[src/hw/rtl/sirs_pkg.sv]
package sirs_pkg;

  localparam int NUM_RULES  = 4;
  localparam int REG_COUNT  = 4;
  localparam int RIDX_W     = (NUM_RULES > 1) ? $clog2(NUM_RULES) : 1;
  localparam int RCNT_W     = $clog2(NUM_RULES + 1);
  localparam int TIME_W     = 32;
  localparam int PRIO_W     = 8;
  localparam int CMD_W      = 2;
  localparam int RULE_IDX_W = 3;
  localparam int CHOSEN_W   = 3;
  localparam int CFG_IDX_W  = 4;
  localparam int CFG_DATA_W = 42;
  localparam int S_TDATA_W  = 40;
  localparam int M_TDATA_W  = 8;

  typedef enum logic [CMD_W-1:0] {
    CMD_ACTIVITY  = 2'd0,
    CMD_FIRST_KEY = 2'd1,
    CMD_SELECT    = 2'd2,
    CMD_COMPLETE  = 2'd3
  } cmd_t;

  typedef enum logic [1:0] {
    ST_IDLE,
    ST_PRIO,
    ST_SCAN,
    ST_DONE
  } sirs_state_t;

  // same layout as the register: interval low, regardless-of-activity on top
  typedef struct packed {
    logic              regardless;
    logic              first_key;
    logic [PRIO_W-1:0] prio;
    logic [TIME_W-1:0] interval;
  } rule_cfg_t;

  typedef struct packed {
    logic              armed;
    logic              act;
    logic [TIME_W-1:0] sat;
  } rule_state_t;

  typedef struct packed {
    logic              rd_en;
    logic [RIDX_W-1:0] rd_addr;
    logic              wr_en;
    logic [RIDX_W-1:0] wr_addr;
  } mem_ctl_t;

endpackage

[src/hw/rtl/sirs_rule_mem.sv]
module sirs_rule_mem (
  input  logic                   clk,
  input  logic                   rst,
  input  sirs_pkg::mem_ctl_t     ctl,
  input  sirs_pkg::rule_state_t  wr_data,
  output sirs_pkg::rule_state_t  rd_data
);

  sirs_pkg::rule_state_t mem [sirs_pkg::NUM_RULES];
  sirs_pkg::rule_state_t rd_q;
  logic [sirs_pkg::NUM_RULES-1:0] vld;
  logic rd_vld;

  always_ff @(posedge clk) begin
    if (ctl.wr_en) begin
      mem[ctl.wr_addr] <= wr_data;
    end
    if (ctl.rd_en) begin
      rd_q   <= mem[ctl.rd_addr];
      rd_vld <= vld[ctl.rd_addr];
    end
  end

  // entries never written since reset read as zero
  always_ff @(posedge clk) begin
    if (rst) begin
      vld <= '0;
    end else if (ctl.wr_en) begin
      vld[ctl.wr_addr] <= 1'b1;
    end
  end

  assign rd_data = rd_vld ? rd_q : '0;

endmodule

[src/hw/rtl/sirs_cfg_regs.sv]
module sirs_cfg_regs (
  input  logic                                clk,
  input  logic                                rst,
  input  logic                                cfg_wr_en,
  input  logic [sirs_pkg::CFG_IDX_W-1:0]      cfg_index,
  input  logic [sirs_pkg::CFG_DATA_W-1:0]     cfg_data,
  input  logic [sirs_pkg::RIDX_W-1:0]         rd_addr,
  output sirs_pkg::rule_cfg_t                 rd_cfg
);

  sirs_pkg::rule_cfg_t cfg_q [sirs_pkg::NUM_RULES];
  logic idx_ok;

  assign idx_ok = (cfg_index < sirs_pkg::CFG_IDX_W'(sirs_pkg::REG_COUNT)) &&
                  (cfg_index < sirs_pkg::CFG_IDX_W'(sirs_pkg::NUM_RULES));

  always_ff @(posedge clk) begin
    if (rst) begin
      for (int i = 0; i < sirs_pkg::NUM_RULES; i++) begin
        cfg_q[i] <= '0;
      end
    end else if (cfg_wr_en && idx_ok) begin
      cfg_q[cfg_index[sirs_pkg::RIDX_W-1:0]] <= sirs_pkg::rule_cfg_t'(cfg_data);
    end
  end

  assign rd_cfg = cfg_q[rd_addr];

endmodule

[src/hw/rtl/station_id_rule_scheduler.sv]
// Station identification rule scheduler. Every request on the s_ side carries one
// command (activity, first key, select, complete) and yields exactly one result on
// the m_ side; found travels in m_tuser and is 0 for every command but a successful
// select. A request is taken only while the block is idle. Its result is loaded after
// the states ST_PRIO, ST_SCAN and ST_DONE in that order: ST_PRIO fetches the priority
// of the named rule, then ST_SCAN walks the per-rule state memory one rule a cycle
// through its registered read port (the read of the next rule overlaps the write-back
// of the current one), and ST_DONE loads the result register. The block returns to
// idle with that load, so it takes no new request before the last one's result is
// loaded. The result register may still be waiting on m_tready while the next request
// is accepted; the load of the next result stalls until it is taken. Per-entry valid
// bits make the state read as zero after reset, so no clearing pass is needed. Rule
// registers are written through cfg_wr_en / cfg_index / cfg_data, by the user only
// while idle, which the block does not enforce; out-of-range indexes are ignored.
module station_id_rule_scheduler (
  input  logic                              clk,
  input  logic                              rst,
  input  logic                              cfg_wr_en,
  input  logic [sirs_pkg::CFG_IDX_W-1:0]    cfg_index,
  input  logic [sirs_pkg::CFG_DATA_W-1:0]   cfg_data,
  input  logic                              s_tvalid,
  output logic                              s_tready,
  // cmd[1:0], time_ms[33:2], rx_busy[34], fdx_allowed[35],
  // rule_index[38:36], zero[39]
  input  logic [sirs_pkg::S_TDATA_W-1:0]    s_tdata,
  output logic                              m_tvalid,
  input  logic                              m_tready,
  // chosen_rule[2:0], zero[7:3]
  output logic [sirs_pkg::M_TDATA_W-1:0]    m_tdata,
  // found[0]
  output logic                              m_tuser
);

  sirs_pkg::sirs_state_t state, state_next;

  sirs_pkg::cmd_t                      cmd_q;
  logic [sirs_pkg::TIME_W-1:0]         time_q;
  logic                                rx_q;
  logic                                fdx_q;
  logic [sirs_pkg::RULE_IDX_W-1:0]     idx_q;

  logic [sirs_pkg::RCNT_W-1:0]         ic, ic_next;
  logic                                dv, dv_next;
  logic [sirs_pkg::RIDX_W-1:0]         di, di_next;
  logic                                have, have_next;
  logic [sirs_pkg::RIDX_W-1:0]         best, best_next;
  logic [sirs_pkg::PRIO_W-1:0]         best_prio, best_prio_next;
  logic [sirs_pkg::PRIO_W-1:0]         p_sel, p_sel_next;

  sirs_pkg::mem_ctl_t                  mem_ctl;
  sirs_pkg::rule_state_t               mem_rd, mem_wr;
  sirs_pkg::rule_cfg_t                 cfg_rd;
  logic [sirs_pkg::RIDX_W-1:0]         cfg_addr;

  logic accept, out_load, sel_ok, sel_allow, last_issued, due;

  assign s_tready    = (state == sirs_pkg::ST_IDLE);
  assign accept      = s_tvalid && s_tready;
  assign sel_ok      = ({1'b0, idx_q} < 4'(sirs_pkg::NUM_RULES));
  assign sel_allow   = !(rx_q && !fdx_q);
  assign last_issued = (ic == sirs_pkg::RCNT_W'(sirs_pkg::NUM_RULES));

  sirs_cfg_regs u_cfg (
    .clk       (clk),
    .rst       (rst),
    .cfg_wr_en (cfg_wr_en),
    .cfg_index (cfg_index),
    .cfg_data  (cfg_data),
    .rd_addr   (cfg_addr),
    .rd_cfg    (cfg_rd)
  );

  sirs_rule_mem u_mem (
    .clk     (clk),
    .rst     (rst),
    .ctl     (mem_ctl),
    .wr_data (mem_wr),
    .rd_data (mem_rd)
  );

  always_ff @(posedge clk) begin
    if (rst) begin
      state <= sirs_pkg::ST_IDLE;
      dv    <= 1'b0;
      have  <= 1'b0;
    end else begin
      state <= state_next;
      dv    <= dv_next;
      have  <= have_next;
    end
  end

  always_ff @(posedge clk) begin
    ic        <= ic_next;
    di        <= di_next;
    best      <= best_next;
    best_prio <= best_prio_next;
    p_sel     <= p_sel_next;
    if (accept) begin
      cmd_q  <= sirs_pkg::cmd_t'(s_tdata[1:0]);
      time_q <= s_tdata[33:2];
      rx_q   <= s_tdata[34];
      fdx_q  <= s_tdata[35];
      idx_q  <= s_tdata[38:36];
    end
  end

  always_comb begin
    state_next     = state;
    ic_next        = ic;
    dv_next        = 1'b0;
    di_next        = di;
    have_next      = have;
    best_next      = best;
    best_prio_next = best_prio;
    p_sel_next     = p_sel;
    cfg_addr       = di;
    mem_ctl        = '0;
    mem_ctl.rd_addr = ic[sirs_pkg::RIDX_W-1:0];
    mem_ctl.wr_addr = di;
    mem_wr         = mem_rd;
    out_load       = 1'b0;
    due            = 1'b0;

    unique case (state)
      sirs_pkg::ST_IDLE: begin
        if (s_tvalid) begin
          state_next = sirs_pkg::ST_PRIO;
        end
      end
      sirs_pkg::ST_PRIO: begin
        // priority of the named rule, only meaningful for complete
        cfg_addr       = idx_q[sirs_pkg::RIDX_W-1:0];
        p_sel_next     = cfg_rd.prio;
        ic_next        = '0;
        have_next      = 1'b0;
        best_next      = '0;
        best_prio_next = '0;
        state_next     = sirs_pkg::ST_SCAN;
      end
      sirs_pkg::ST_SCAN: begin
        if (!last_issued) begin
          mem_ctl.rd_en = 1'b1;
          ic_next       = ic + 1'b1;
          dv_next       = 1'b1;
          di_next       = ic[sirs_pkg::RIDX_W-1:0];
        end else begin
          state_next = sirs_pkg::ST_DONE;
        end
        if (dv) begin
          case (cmd_q)
            sirs_pkg::CMD_ACTIVITY: begin
              mem_wr.act    = 1'b1;
              mem_ctl.wr_en = 1'b1;
            end
            sirs_pkg::CMD_FIRST_KEY: begin
              if (cfg_rd.first_key && (time_q >= cfg_rd.interval)) begin
                mem_wr.armed = 1'b1;
              end
              mem_ctl.wr_en = 1'b1;
            end
            sirs_pkg::CMD_SELECT: begin
              if (cfg_rd.first_key) begin
                due = mem_rd.armed;
              end else begin
                due = ((time_q - mem_rd.sat) >= cfg_rd.interval) &&
                      (cfg_rd.regardless || mem_rd.act);
              end
              // strict compare keeps the lowest index on equal priority
              if (sel_allow && due && (!have || (cfg_rd.prio > best_prio))) begin
                have_next      = 1'b1;
                best_next      = di;
                best_prio_next = cfg_rd.prio;
              end
            end
            sirs_pkg::CMD_COMPLETE: begin
              if (sel_ok && ((di == idx_q[sirs_pkg::RIDX_W-1:0]) ||
                             (cfg_rd.prio < p_sel))) begin
                mem_wr.armed  = 1'b0;
                mem_wr.act    = 1'b0;
                mem_wr.sat    = time_q;
                mem_ctl.wr_en = 1'b1;
              end
            end
          endcase
        end
      end
      sirs_pkg::ST_DONE: begin
        if (!m_tvalid || m_tready) begin
          out_load   = 1'b1;
          state_next = sirs_pkg::ST_IDLE;
        end
      end
      default: begin
        state_next = sirs_pkg::ST_IDLE;
      end
    endcase
  end

  // result register
  always_ff @(posedge clk) begin
    if (rst) begin
      m_tvalid <= 1'b0;
    end else if (out_load) begin
      m_tvalid <= 1'b1;
    end else if (m_tready) begin
      m_tvalid <= 1'b0;
    end
  end

  always_ff @(posedge clk) begin
    if (out_load) begin
      m_tuser <= have;
      m_tdata <= sirs_pkg::M_TDATA_W'(sirs_pkg::CHOSEN_W'(best));
    end
  end

endmodule

[config.mk]
export PLATFORM = sky130hd
export DESIGN_NAME = station_id_rule_scheduler
export DESIGN_NICKNAME = d
export VERILOG_FILES = /design/src/hw/rtl/sirs_pkg.sv /design/src/hw/rtl/sirs_rule_mem.sv /design/src/hw/rtl/sirs_cfg_regs.sv /design/src/hw/rtl/station_id_rule_scheduler.sv
export SDC_FILE = /design/constraint.sdc
export NUM_CORES = 1
export LEC_CHECK = 0
export BUFFER_PORTS_ARGS = -buffer_cell sky130_fd_sc_hd__buf_2
export CAP_MARGIN = 20
export CORE_ASPECT_RATIO = 1.75
export CORE_MARGIN = 4
export CORE_UTILIZATION = 30
export DETAILED_ROUTE_END_ITERATION = 10
export PLACE_DENSITY = 0.56
export SLEW_MARGIN = 40
export SYNTH_ARGS = -nofsm -noshare
export SYNTH_HDL_FRONTEND = slang
export SYNTH_HIERARCHICAL = 1
export SYNTH_SLANG_ARGS = --single-unit
export TNS_END_PERCENT = 10
[constraint.sdc]
create_clock -name clk -period 6.6 [get_ports clk]
set_input_delay 1.32 -clock clk [delete_from_list [all_inputs] [get_ports clk]]
set_output_delay 1.32 -clock clk [all_outputs]
set_load 0.01 [all_outputs]
==> run metrics, run 1 <==
first-pass GRT wire length 71.5 mm; synth top area cells edfxtp_1 (60%), mux4_2 (8.0%), ha_1 (7.4%), inv_1 (2.6%), nor3_2 (2.2%); #FFs+latches synth 413; status finished clean; Clock Sinks 413; R2R depth 21; Final Setup Violations 0; cts hold-fix bufs 0; met1 usage 14.5%; hold path endpoint m_tdata[0]$_DFFE_PP_; Setup crit end kind flop; vias in the first global route 12.6k; nets 1759; reg2reg end best_prio[6]$_SDFFCE_PN0P_; period utilization 89.9%; Top Ports 102; via count 11.7k; Worst-path clk slew 70 ps; mean post-synth cell area 14.1 sq um; WS Path Type reg2reg; post-cts gate resize count 0; crit path cell chain and2_1 -> ha_1 -> inv_1 -> fa_1 -> a21o_1 -> nand4_1 -> a21boi_0 -> o21ai_0 -> a21oi_1 -> o311ai_0 -> nand3b_1 -> xnor2_1 -> ha_1 -> a21o_1 -> a21oi_1 -> o211ai_1 -> a211o_1 -> a221oi_1 -> a211o_1 -> nand2_1 -> buf_12; initial core utilization 30.2%; critical path's slowest cell edfxtp_1; most common cell after layout, fill and taps aside edfxtp_1; DRC viols 0; largest net degree at the start of global routing 89; Pins Over Slew Limit 0; max-cap violations 0; Yosys Warn Count 6; drt pass-1 iters 5; Max stage delay on crit path 800 ps; cell count after synthesis 1444; drt total wl 46.5 mm; root buf cell clkbuf_16; CTS tree yes; share of the synthesized area in the top cell type 59.7%; async set-reset flop share out of synthesis 0%; r2r startpoint u_mem/rd_vld$_DFFE_PP_; Via density 4.75; final hold violation count 0; Hold WC Path Type reg2reg; met3 Usage GRT 2.05%; Hold WS 436 ps; Pwr Density 380 mW/mm^2; RSZ-0062 raised after global routing no; Worst-Margin Slew 801 ps; number of synthesized flops with an enable pin 404; leading cell types in the layout, fill and taps excluded edfxtp_1 (404), inv_1 (141), ha_1 (120); Reg2Reg Setup Slack 670 ps; worst-path fanout max 16; cell taking the most area after synthesis edfxtp_1; layout overhead on the synthesized area 13.8%; share of layout cells above drive strength 1 20.3%; top_reg_cell synth edfxtp_1; antenna violations before repair 3; Leak 8.39 nW; critical path startpoint category flop; dpl hpwl 31.9 mm; Placed Area 0.0219 sq mm; Clock Latency Late Sink 550 ps; Global Route Usage Sum 12.8%; HP Start best[0]$_SDFFCE_PN0P_; cell row count 126; post-synthesis cell area 0.0203 sq mm; clock skew 13.6 ps; hold path depth 0; Post-Route Utilization 34.4%; Max VDD drop 0.000150 V; relative slew slack 46.4%; wire length per cell 18.8 um; GR Util met2 23.6%; post-synthesis sequential area ratio 60.6%; min cycle time layout 5930 ps; post-synth cell types 66; gr ovfl total 0; gp weighted congestion 0.798; busiest layer in global routing met2; IO Port Bufs 94; full die area 0.0721 sq mm; fmax 0.169 GHz; Required @ worst endpoint 6920 ps; clock buffer depth 3; 1st-iter DRT viols 643; # H-tree levels 2; postcts setup bufs 0; chip width 205 um; Design Area, Final 0.0231 sq mm; final antenna-violating net count 0; Die H 352 um; Power Total 0.00878 W; core area 0.0673 sq mm; Critical Path AT 6250 ps; CTS Buf Count 38; setup TNS 0 ps
-- metrics by stage --
stage,cells,setup WS [ps]
after floorplan,1449,162
after global placement,2401,763
after detailed placement,2403,642
after CTS,2471,610
after global routing,2471,376
final,2474,669
-- registers in the layout, indices dropped and copies added, names as in the netlist --
signal	cells
ic	3
best	2
u_mem/mem	136
state	2
p_sel	8
idx_q	3
dv	1
m_tuser	1
rx_q	1
m_tvalid	1
m_tdata	2
best_prio	8
u_cfg/cfg_q	168
u_mem/rd_q	34
u_mem/vld	4
have	1
di	2
fdx_q	1
cmd_q	2
time_q	32
u_mem/rd_vld	1
-- cells in the mapped netlist (all sizes together) (3+ instances only) --
library cell,instances
edfxtp,404
inv,141
nor3,132
ha,120
nor2,78
mux4,77
nand2,56
o21ai,51
and2,49
a21oi,47
a21o,44
buf,41
clkbuf,29
nand4,19
xnor2,19
a211oi,11
xor2,11
nand2b,10
dfxtp,9
nand3,9
nor2b,8
a31oi,5
and3,5
o21a,5
o21bai,5
a211o,4
mux2,4
or4,4
a2111oi,3
a221o,3
a221oi,3
or2,3
-- worst max-delay path by stage --
stage	start	to	slack (ps)	cells past startpoint
after floorplan	state[1]$_SDFFE_PP0P_	u_mem/mem[0][0]$_DFFE_PP_	160	12
after global placement	u_mem/rd_vld$_DFFE_PP_	best_prio[3]$_SDFFCE_PN0P_	760	21
after detailed placement	u_mem/rd_vld$_DFFE_PP_	best_prio[3]$_SDFFCE_PN0P_	640	21
after CTS	u_mem/rd_vld$_DFFE_PP_	best_prio[7]$_SDFFCE_PN0P_	610	21
after global routing	u_mem/rd_vld$_DFFE_PP_	best_prio[7]$_SDFFCE_PN0P_	380	21
final	u_mem/rd_vld$_DFFE_PP_	best_prio[6]$_SDFFCE_PN0P_	670	21
-- worst max-delay path, delay by kind of cell (launching register included) --
family	cells	cell delay, ps
XOR/XNOR	1	160
AO/OA/AOI/OAI	11	2950
buffers and inverters	2	210
flip-flops	1	800
adder cells (fa/ha/maj)	3	860
AND/OR/NAND/NOR	4	680
-- final cells by class --
class	count	area, sq um
Inverter	141	529
Sequential cell	413	12300
Antenna cell	3	7.51
Multi-Input combinational cell	825	7150
Timing Repair Buffer	128	783
Clock inverter	18	163
Tap cell	896	1120
Fill cell	6551	44200
Clock buffer	50	1060
-- cell families after synthesis --
kind of cell / synth area share, %
other: 0.0185
and+or+nand+nor: 10.6
buffers and inverters: 4.64
DFF: 60.6
muxes: 8.85
AOI/OAI and AO/OA: 6.52
xor gates and xnor gates: 1.29
adders and majority gates: 7.49
-- routing by layer --
| metal | vias to the layer above | routed length [um] | share of wire, % |
|---|---|---|---|
| met2 | 234 | 24500 | 53 |
| met4 | 0 | 1980 | 4.3 |
| met1 | 5810 | 18100 | 39 |
| met3 | 75 | 1910 | 4.1 |
| met5 | - | 0 | 0 |
| li1 | 5630 | - | - |
-- report_power, final --
part           internal, W  leakage [nW]  switching [W]  total, W
logic              0.00140          3.94        0.00178   0.00318
registers          0.00326          3.86       0.000145   0.00341
clock network      0.00125         0.597       0.000942   0.00219
total              0.00592          8.39        0.00286   0.00878
(Power assumes the default switching activity.)
==> inputs of run 2 (changes only) <==
- CORE_UTILIZATION: 30 -> 45
- PLACE_DENSITY: 0.56 -> 0.74
- REMOVE_ABC_BUFFERS: not set -> 1
==> run 2 against run 1 <==
Routed wire length shrank 9.4%. Flip-flop and latch count is the same. Sequential share of layout area grew 1.5 points. Via count grew 0.58%. Highest routed layer unchanged.
==> run metrics, run 2 (synthesis results as in run 1) <==
Top reg by flops u_cfg/cfg_q; Design Area, Final 0.0225 sq mm (-2.7%); chip width 169 um (-18%); cts hold-fix bufs 0 (unchanged); largest net degree at the start of global routing 93 (+4.5%); leading cell types in the layout, fill and taps excluded edfxtp_1 (404), inv_1 (141), ha_1 (120); Hold WC Path Type reg2reg; CTS Buf Count 36 (-5.3%); via count 11.8k (+0.58%); CTS tree yes; 1st-iter DRT viols 707 (+10%); clock skew 20.1 ps (+6.58 ps); layout overhead on the synthesized area 10.7%; setup TNS 0 ps (unchanged); wire length per cell 19.7 um (+5.1%); worst-path fanout max 20 (+4); gp weighted congestion 0.924 (+16%); relative slew slack 43.1% (-3.3 points); Global Route Usage Sum 17.0% (+4.2 points); fmax 0.167 GHz (-0.76%); max-cap violations 0 (unchanged); Pins Over Slew Limit 0 (unchanged); crit path cell chain and2_1 -> ha_1 -> inv_1 -> fa_1 -> a21o_1 -> nand4_1 -> a21oi_1 -> nand4b_1 -> a31oi_1 -> o21ai_0 -> a21oi_1 -> xnor2_1 -> ha_1 -> nand4_1 -> nor3b_1 -> buf_4 -> nand3_1 -> a21oi_1 -> a221oi_1 -> a211o_1 -> nand2_1; Pwr Density 378 mW/mm^2 (-0.35%); Placed Area 0.0214 sq mm (-2.2%); antenna violations before repair 0 (-3); Clock Sinks 413 (unchanged); min cycle time layout 5980 ps (+45.2 ps); Required @ worst endpoint 6780 ps (-140 ps); Max VDD drop 0.000261 V (+74%); DP Cell Count 2072 (-14%); Setup crit end kind flop; Post-Route Utilization 50.7% (+16 points); # H-tree levels 2 (unchanged); vias in the first global route 12.4k (-1.8%); clock buffer depth 3 (unchanged); full die area 0.0488 sq mm (-32%); post-cts gate resize count 0 (unchanged); Worst-path clk slew 70 ps (about the same); max FFs per register 168 (unchanged); Critical Path AT 6150 ps (-100 ps); Clock Latency Late Sink 530 ps (-20 ps); n_diodes 0 (-3); critical path startpoint category flop; Final Setup Violations 0 (unchanged); gr ovfl total 0 (unchanged); Power Total 0.00851 W (-3.1%); final antenna-violating net count 0 (unchanged); cell family with most CP delay compound AO/OA/AOI/OAI gates; share of layout cells above drive strength 1 20.0% (-0.27 points); cell row count 102 (-19%); WS Path Type reg2reg; first-pass GRT wire length 65.7 mm (-8.2%); Buf/Inv on CP 2 (unchanged); dpl hpwl 28.9 mm (-9.6%); critical path's slowest cell edfxtp_1; initial core utilization 45.8% (+16 points); most common cell after layout, fill and taps aside edfxtp_1; Max stage delay on crit path 800 ps (about the same); period utilization 90.6% (+0.68 points); Top Registers u_cfg/cfg_q x168, u_mem/mem x136, u_mem/rd_q x34; RSZ-0062 raised after global routing no; final hold violation count 0 (unchanged); drt total wl 42.1 mm (-9.4%); nets 1750 (-0.51%); Worst-Margin Slew 853 ps (+52.1 ps); Die H 289 um (-18%); Finished Layout Cells 2133 (-14%); IO Port Bufs 94 (unchanged); DRC viols 0 (unchanged); Via density 5.54 (+17%); Layout fillers 3766 (-43%); status finished clean; R2R depth 21 (unchanged); core area 0.0444 sq mm (-34%); root buf cell clkbuf_16; postcts setup bufs 0 (unchanged); CP dominant cell by count a21oi_1; drt pass-1 iters 5 (unchanged); Top Ports 102 (unchanged); Leak 8.27 nW (-1.5%); Worst path depth 21 (unchanged); hold path depth 0 (unchanged)
[run 2: path summary, 6_finish.rpt]
kind	to	startpoint	slack, ps
hold / removal	m_tdata[1]$_DFFE_PP_	best[1]$_SDFFCE_PN0P_	430
setup / recovery	best[1]$_SDFFCE_PN0P_	u_mem/rd_vld$_DFFE_PP_	620
hold reg to reg	m_tdata[1]$_DFFE_PP_	best[1]$_SDFFCE_PN0P_	430
setup reg to reg	best[1]$_SDFFCE_PN0P_	u_mem/rd_vld$_DFFE_PP_	620
[run 2: metrics by stage]
step                      hold WS, ps  worst slack (ps)
final                             433               623
after global routing              450               180
after CTS                         429               626
after detailed placement          413               727
after global placement            410               738
after floorplan                   400             -1280
[run 2: report_power, final]
| group | total (W) | switching [W] | leakage, nW | internal (W) |
|---|---|---|---|---|
| combinational | 0.00311 | 0.00174 | 3.89 | 0.00137 |
| sequential | 0.00339 | 0.000132 | 3.86 | 0.00326 |
| clock | 0.00201 | 0.000938 | 0.518 | 0.00107 |
[run 2: cell type report]
class / instances / area (sq um) / area share (%)
flip-flops and latches: 413 / 12300 / 54.7
multi-input cells: 825 / 7160 / 31.8
clock buffers: 41 / 941 / 4.18
well taps: 572 / 716 / 3.18
repair buffers: 121 / 689 / 3.06
inverters: 141 / 529 / 2.35
clock inverters: 20 / 151 / 0.673
[run 2: per-layer routing]
layer / share of wire, % / vias to the layer above / GRT usage, %
met5: 0 / - / 0
li1: - / 5600 / -
met4: 3.4 / 0 / 6.38
met2: 54 / 280 / 32.5
met3: 3.4 / 74 / 1.45
met1: 39 / 5863 / 19.7
[run 2: worst reg2reg max path: cells and delay by family (launching register included)]
family	cells	cell delay [ps]
XOR/XNOR	1	100
flip-flops	1	800
adder cells (fa/ha/maj)	3	910
buffers and inverters	2	230
AO/OA/AOI/OAI	8	2030
AND/OR/NAND/NOR	7	1570
==> inputs of run 3 (changes only) <==
- PLACE_DENSITY: 0.74 -> not set
- PLACE_DENSITY_LB_ADDON: not set -> 0.05
==> run 3 against run 2 <==
Worst setup slack worse by 99 ps. Final cell count is 0.75% higher. Sequential share of layout area down 0.74 points. Critical endpoint is now best_prio[2]$_SDFFCE_PN0P_.
==> run metrics, run 3 (synthesis results as in run 1) <==
status finished clean; hold path depth 0 (unchanged); Top Registers u_cfg/cfg_q x168, u_mem/mem x136, u_mem/rd_q x34; vias in the first global route 12.6k (+1.5%); Final Setup Violations 0 (unchanged); Top reg by flops u_cfg/cfg_q; Critical Path AT 6260 ps (+110 ps); CTS Buf Count 41 (+14%); # H-tree levels 2 (unchanged); n_diodes 0 (unchanged); Worst-path clk slew 60 ps (about the same); Required @ worst endpoint 6790 ps (about the same); nets 1762 (+0.69%); layout overhead on the synthesized area 12.2%; critical path startpoint category flop; antenna violations before repair 0 (unchanged); chip width 169 um (unchanged); combinational share of power 36.2% (-0.3 points); wire length per cell 22.3 um (+13%); relative slew slack 47.5% (+4.4 points); CTS tree yes; IO Port Bufs 94 (unchanged); drt pass-1 iters 5 (unchanged); final antenna-violating net count 0 (unchanged); sw frac 33.1% (+0.047 points); clock skew 10.6 ps (-9.58 ps); Reg2Reg Setup Slack 520 ps (-100 ps); RSZ-0062 raised after global routing no; drt total wl 48.0 mm (+14%); cts hold-fix bufs 0 (unchanged); via count 11.8k (-0.15%); most common cell after layout, fill and taps aside edfxtp_1; min cycle time layout 6080 ps (+99.3 ps); root buf cell clkbuf_16; Global Route Usage Sum 19.9% (+2.9 points); max FFs per register 168 (unchanged); Clock Latency Late Sink 540 ps (about the same); share of layout cells above drive strength 1 20.8% (+0.81 points); hold path endpoint m_tdata[0]$_DFFE_PP_; Via density 5.49 (-0.90%); largest net degree at the start of global routing 95 (+2.2%); Cell Int Power 0.00594 W (+4.2%); full die area 0.0488 sq mm (unchanged); gr ovfl total 0 (unchanged); cell row count 102 (unchanged); Die H 289 um (unchanged); Power Total 0.00887 W (+4.2%); gp weighted congestion 0.849 (-8.1%); Clock Sinks 413 (unchanged); Leak 8.42 nW (+1.8%); final worst slack 524 ps (-99.3 ps); Max VDD drop 0.000227 V (-13%); leading cell types in the layout, fill and taps excluded edfxtp_1 (404), inv_1 (140), ha_1 (120); dpl ws 449 ps (-279 ps); Hold WC Path Type reg2reg; period utilization 92.1% (+1.5 points); post-cts gate resize count 0 (unchanged); Pwr Density 389 mW/mm^2 (+2.8%); 1st-iter DRT viols 675 (-4.5%); reg2reg end best_prio[2]$_SDFFCE_PN0P_; Pins Over Slew Limit 0 (unchanged); Worst-Margin Slew 785 ps (-68.2 ps); max-cap violations 0 (unchanged); first-pass GRT wire length 73.7 mm (+12%); Hold WS 430 ps (-3.02 ps); clock power share 25.5% (+1.9 points); worst-path fanout max 19 (-5.0%); core area 0.0444 sq mm (unchanged); Setup crit end kind flop; fmax 0.165 GHz (-1.6%); r2r startpoint u_mem/rd_vld$_DFFE_PP_; HP Start best[0]$_SDFFCE_PN0P_; final hold violation count 0 (unchanged); clock buffer depth 3 (unchanged); dpl hpwl 32.8 mm (+14%); initial core utilization 45.8% (unchanged); WS Path Type reg2reg; Top Ports 102 (unchanged); Sequential Power Share 38.3% (-1.6 points); Sw Pwr 0.00293 W (+4.4%); DRC viols 0 (unchanged); postcts setup bufs 0 (unchanged); R2R depth 20 (-4.8%)
[run 3: cell count changes in the layout (fill, tap and decap cells not counted), sizes merged]
cell and delta:
clkbuf +12, buf +7, inv -1, bufinv +2, clkinvlp -4
[run 3: area by class of cell]
class,count,area (sq um)
fill,3893,21600
multi-input combinational,825,7150
clock inverter,17,179
timing repair buffer,128,828
inverter,141,529
clock buffer,53,1090
sequential,413,12300
tap,572,716
[run 3: metrics by stage]
| step | instance area [sq um] | TNS, ps | std cells | util (%) |
|---|---|---|---|---|
| after floorplan | 19900 | -168830 | 1379 | - |
| after global placement | 21500 | 0 | 2076 | 48.3 |
| after detailed placement | 21500 | 0 | 2079 | 48.5 |
| after CTS | 22800 | 0 | 2149 | 51.3 |
| after global routing | 22800 | 0 | 2149 | 51.3 |
| final | 22800 | 0 | 2149 | 51.3 |
[run 3: power groups by stage]
stage               Sequential, W  Clock (W)  Combinational, W
floorplan                 0.00347          0           0.00222
global placement          0.00346          0           0.00319
detailed placement        0.00346          0           0.00325
CTS                       0.00341    0.00233           0.00327
global route              0.00343    0.00243           0.00362
finish                    0.00340    0.00226           0.00321
[run 3: critical path, stage by stage (launching register included)]
cell and delay, ps:
edfxtp_1 840, and2_1 230, inv_1 60, ha_1 360
nand4_1 200, or4_1 560, a21oi_1 270, nand4b_1 260
a31oi_1 150, buf_4 180, o21ai_0 190, a21oi_1 110
xnor2_1 150, ha_1 300, nand4_1 100, nor3b_1 440
nand3_1 130, a21oi_1 270, a221oi_1 210, a211o_1 340
nand2_1 350
[run 3: how the worst max path moves through the flow]
stage                                start                               to  depth (start not counted)
floorplan                        cfg_wr_en  u_cfg/cfg_q[0][0]$_SDFFCE_PN0P_                          2
global placement    u_mem/rd_vld$_DFFE_PP_       best_prio[4]$_SDFFCE_PN0P_                         20
detailed placement  u_mem/rd_vld$_DFFE_PP_       best_prio[4]$_SDFFCE_PN0P_                         20
CTS                 u_mem/rd_vld$_DFFE_PP_       best_prio[2]$_SDFFCE_PN0P_                         20
global route        u_mem/rd_vld$_DFFE_PP_       best_prio[2]$_SDFFCE_PN0P_                         18
finish              u_mem/rd_vld$_DFFE_PP_       best_prio[2]$_SDFFCE_PN0P_                         20
[run 3: routing by layer]
| metal | vias up | wire [um] | GRT usage (%) |
|---|---|---|---|
| li1 | 5641 | - | - |
| met1 | 5889 | 18900 | 23.5 |
| met2 | 207 | 26300 | 38.0 |
| met3 | 62 | 1550 | 2.21 |
| met4 | 0 | 1260 | 5.64 |
| met5 | - | 0 | 0 |
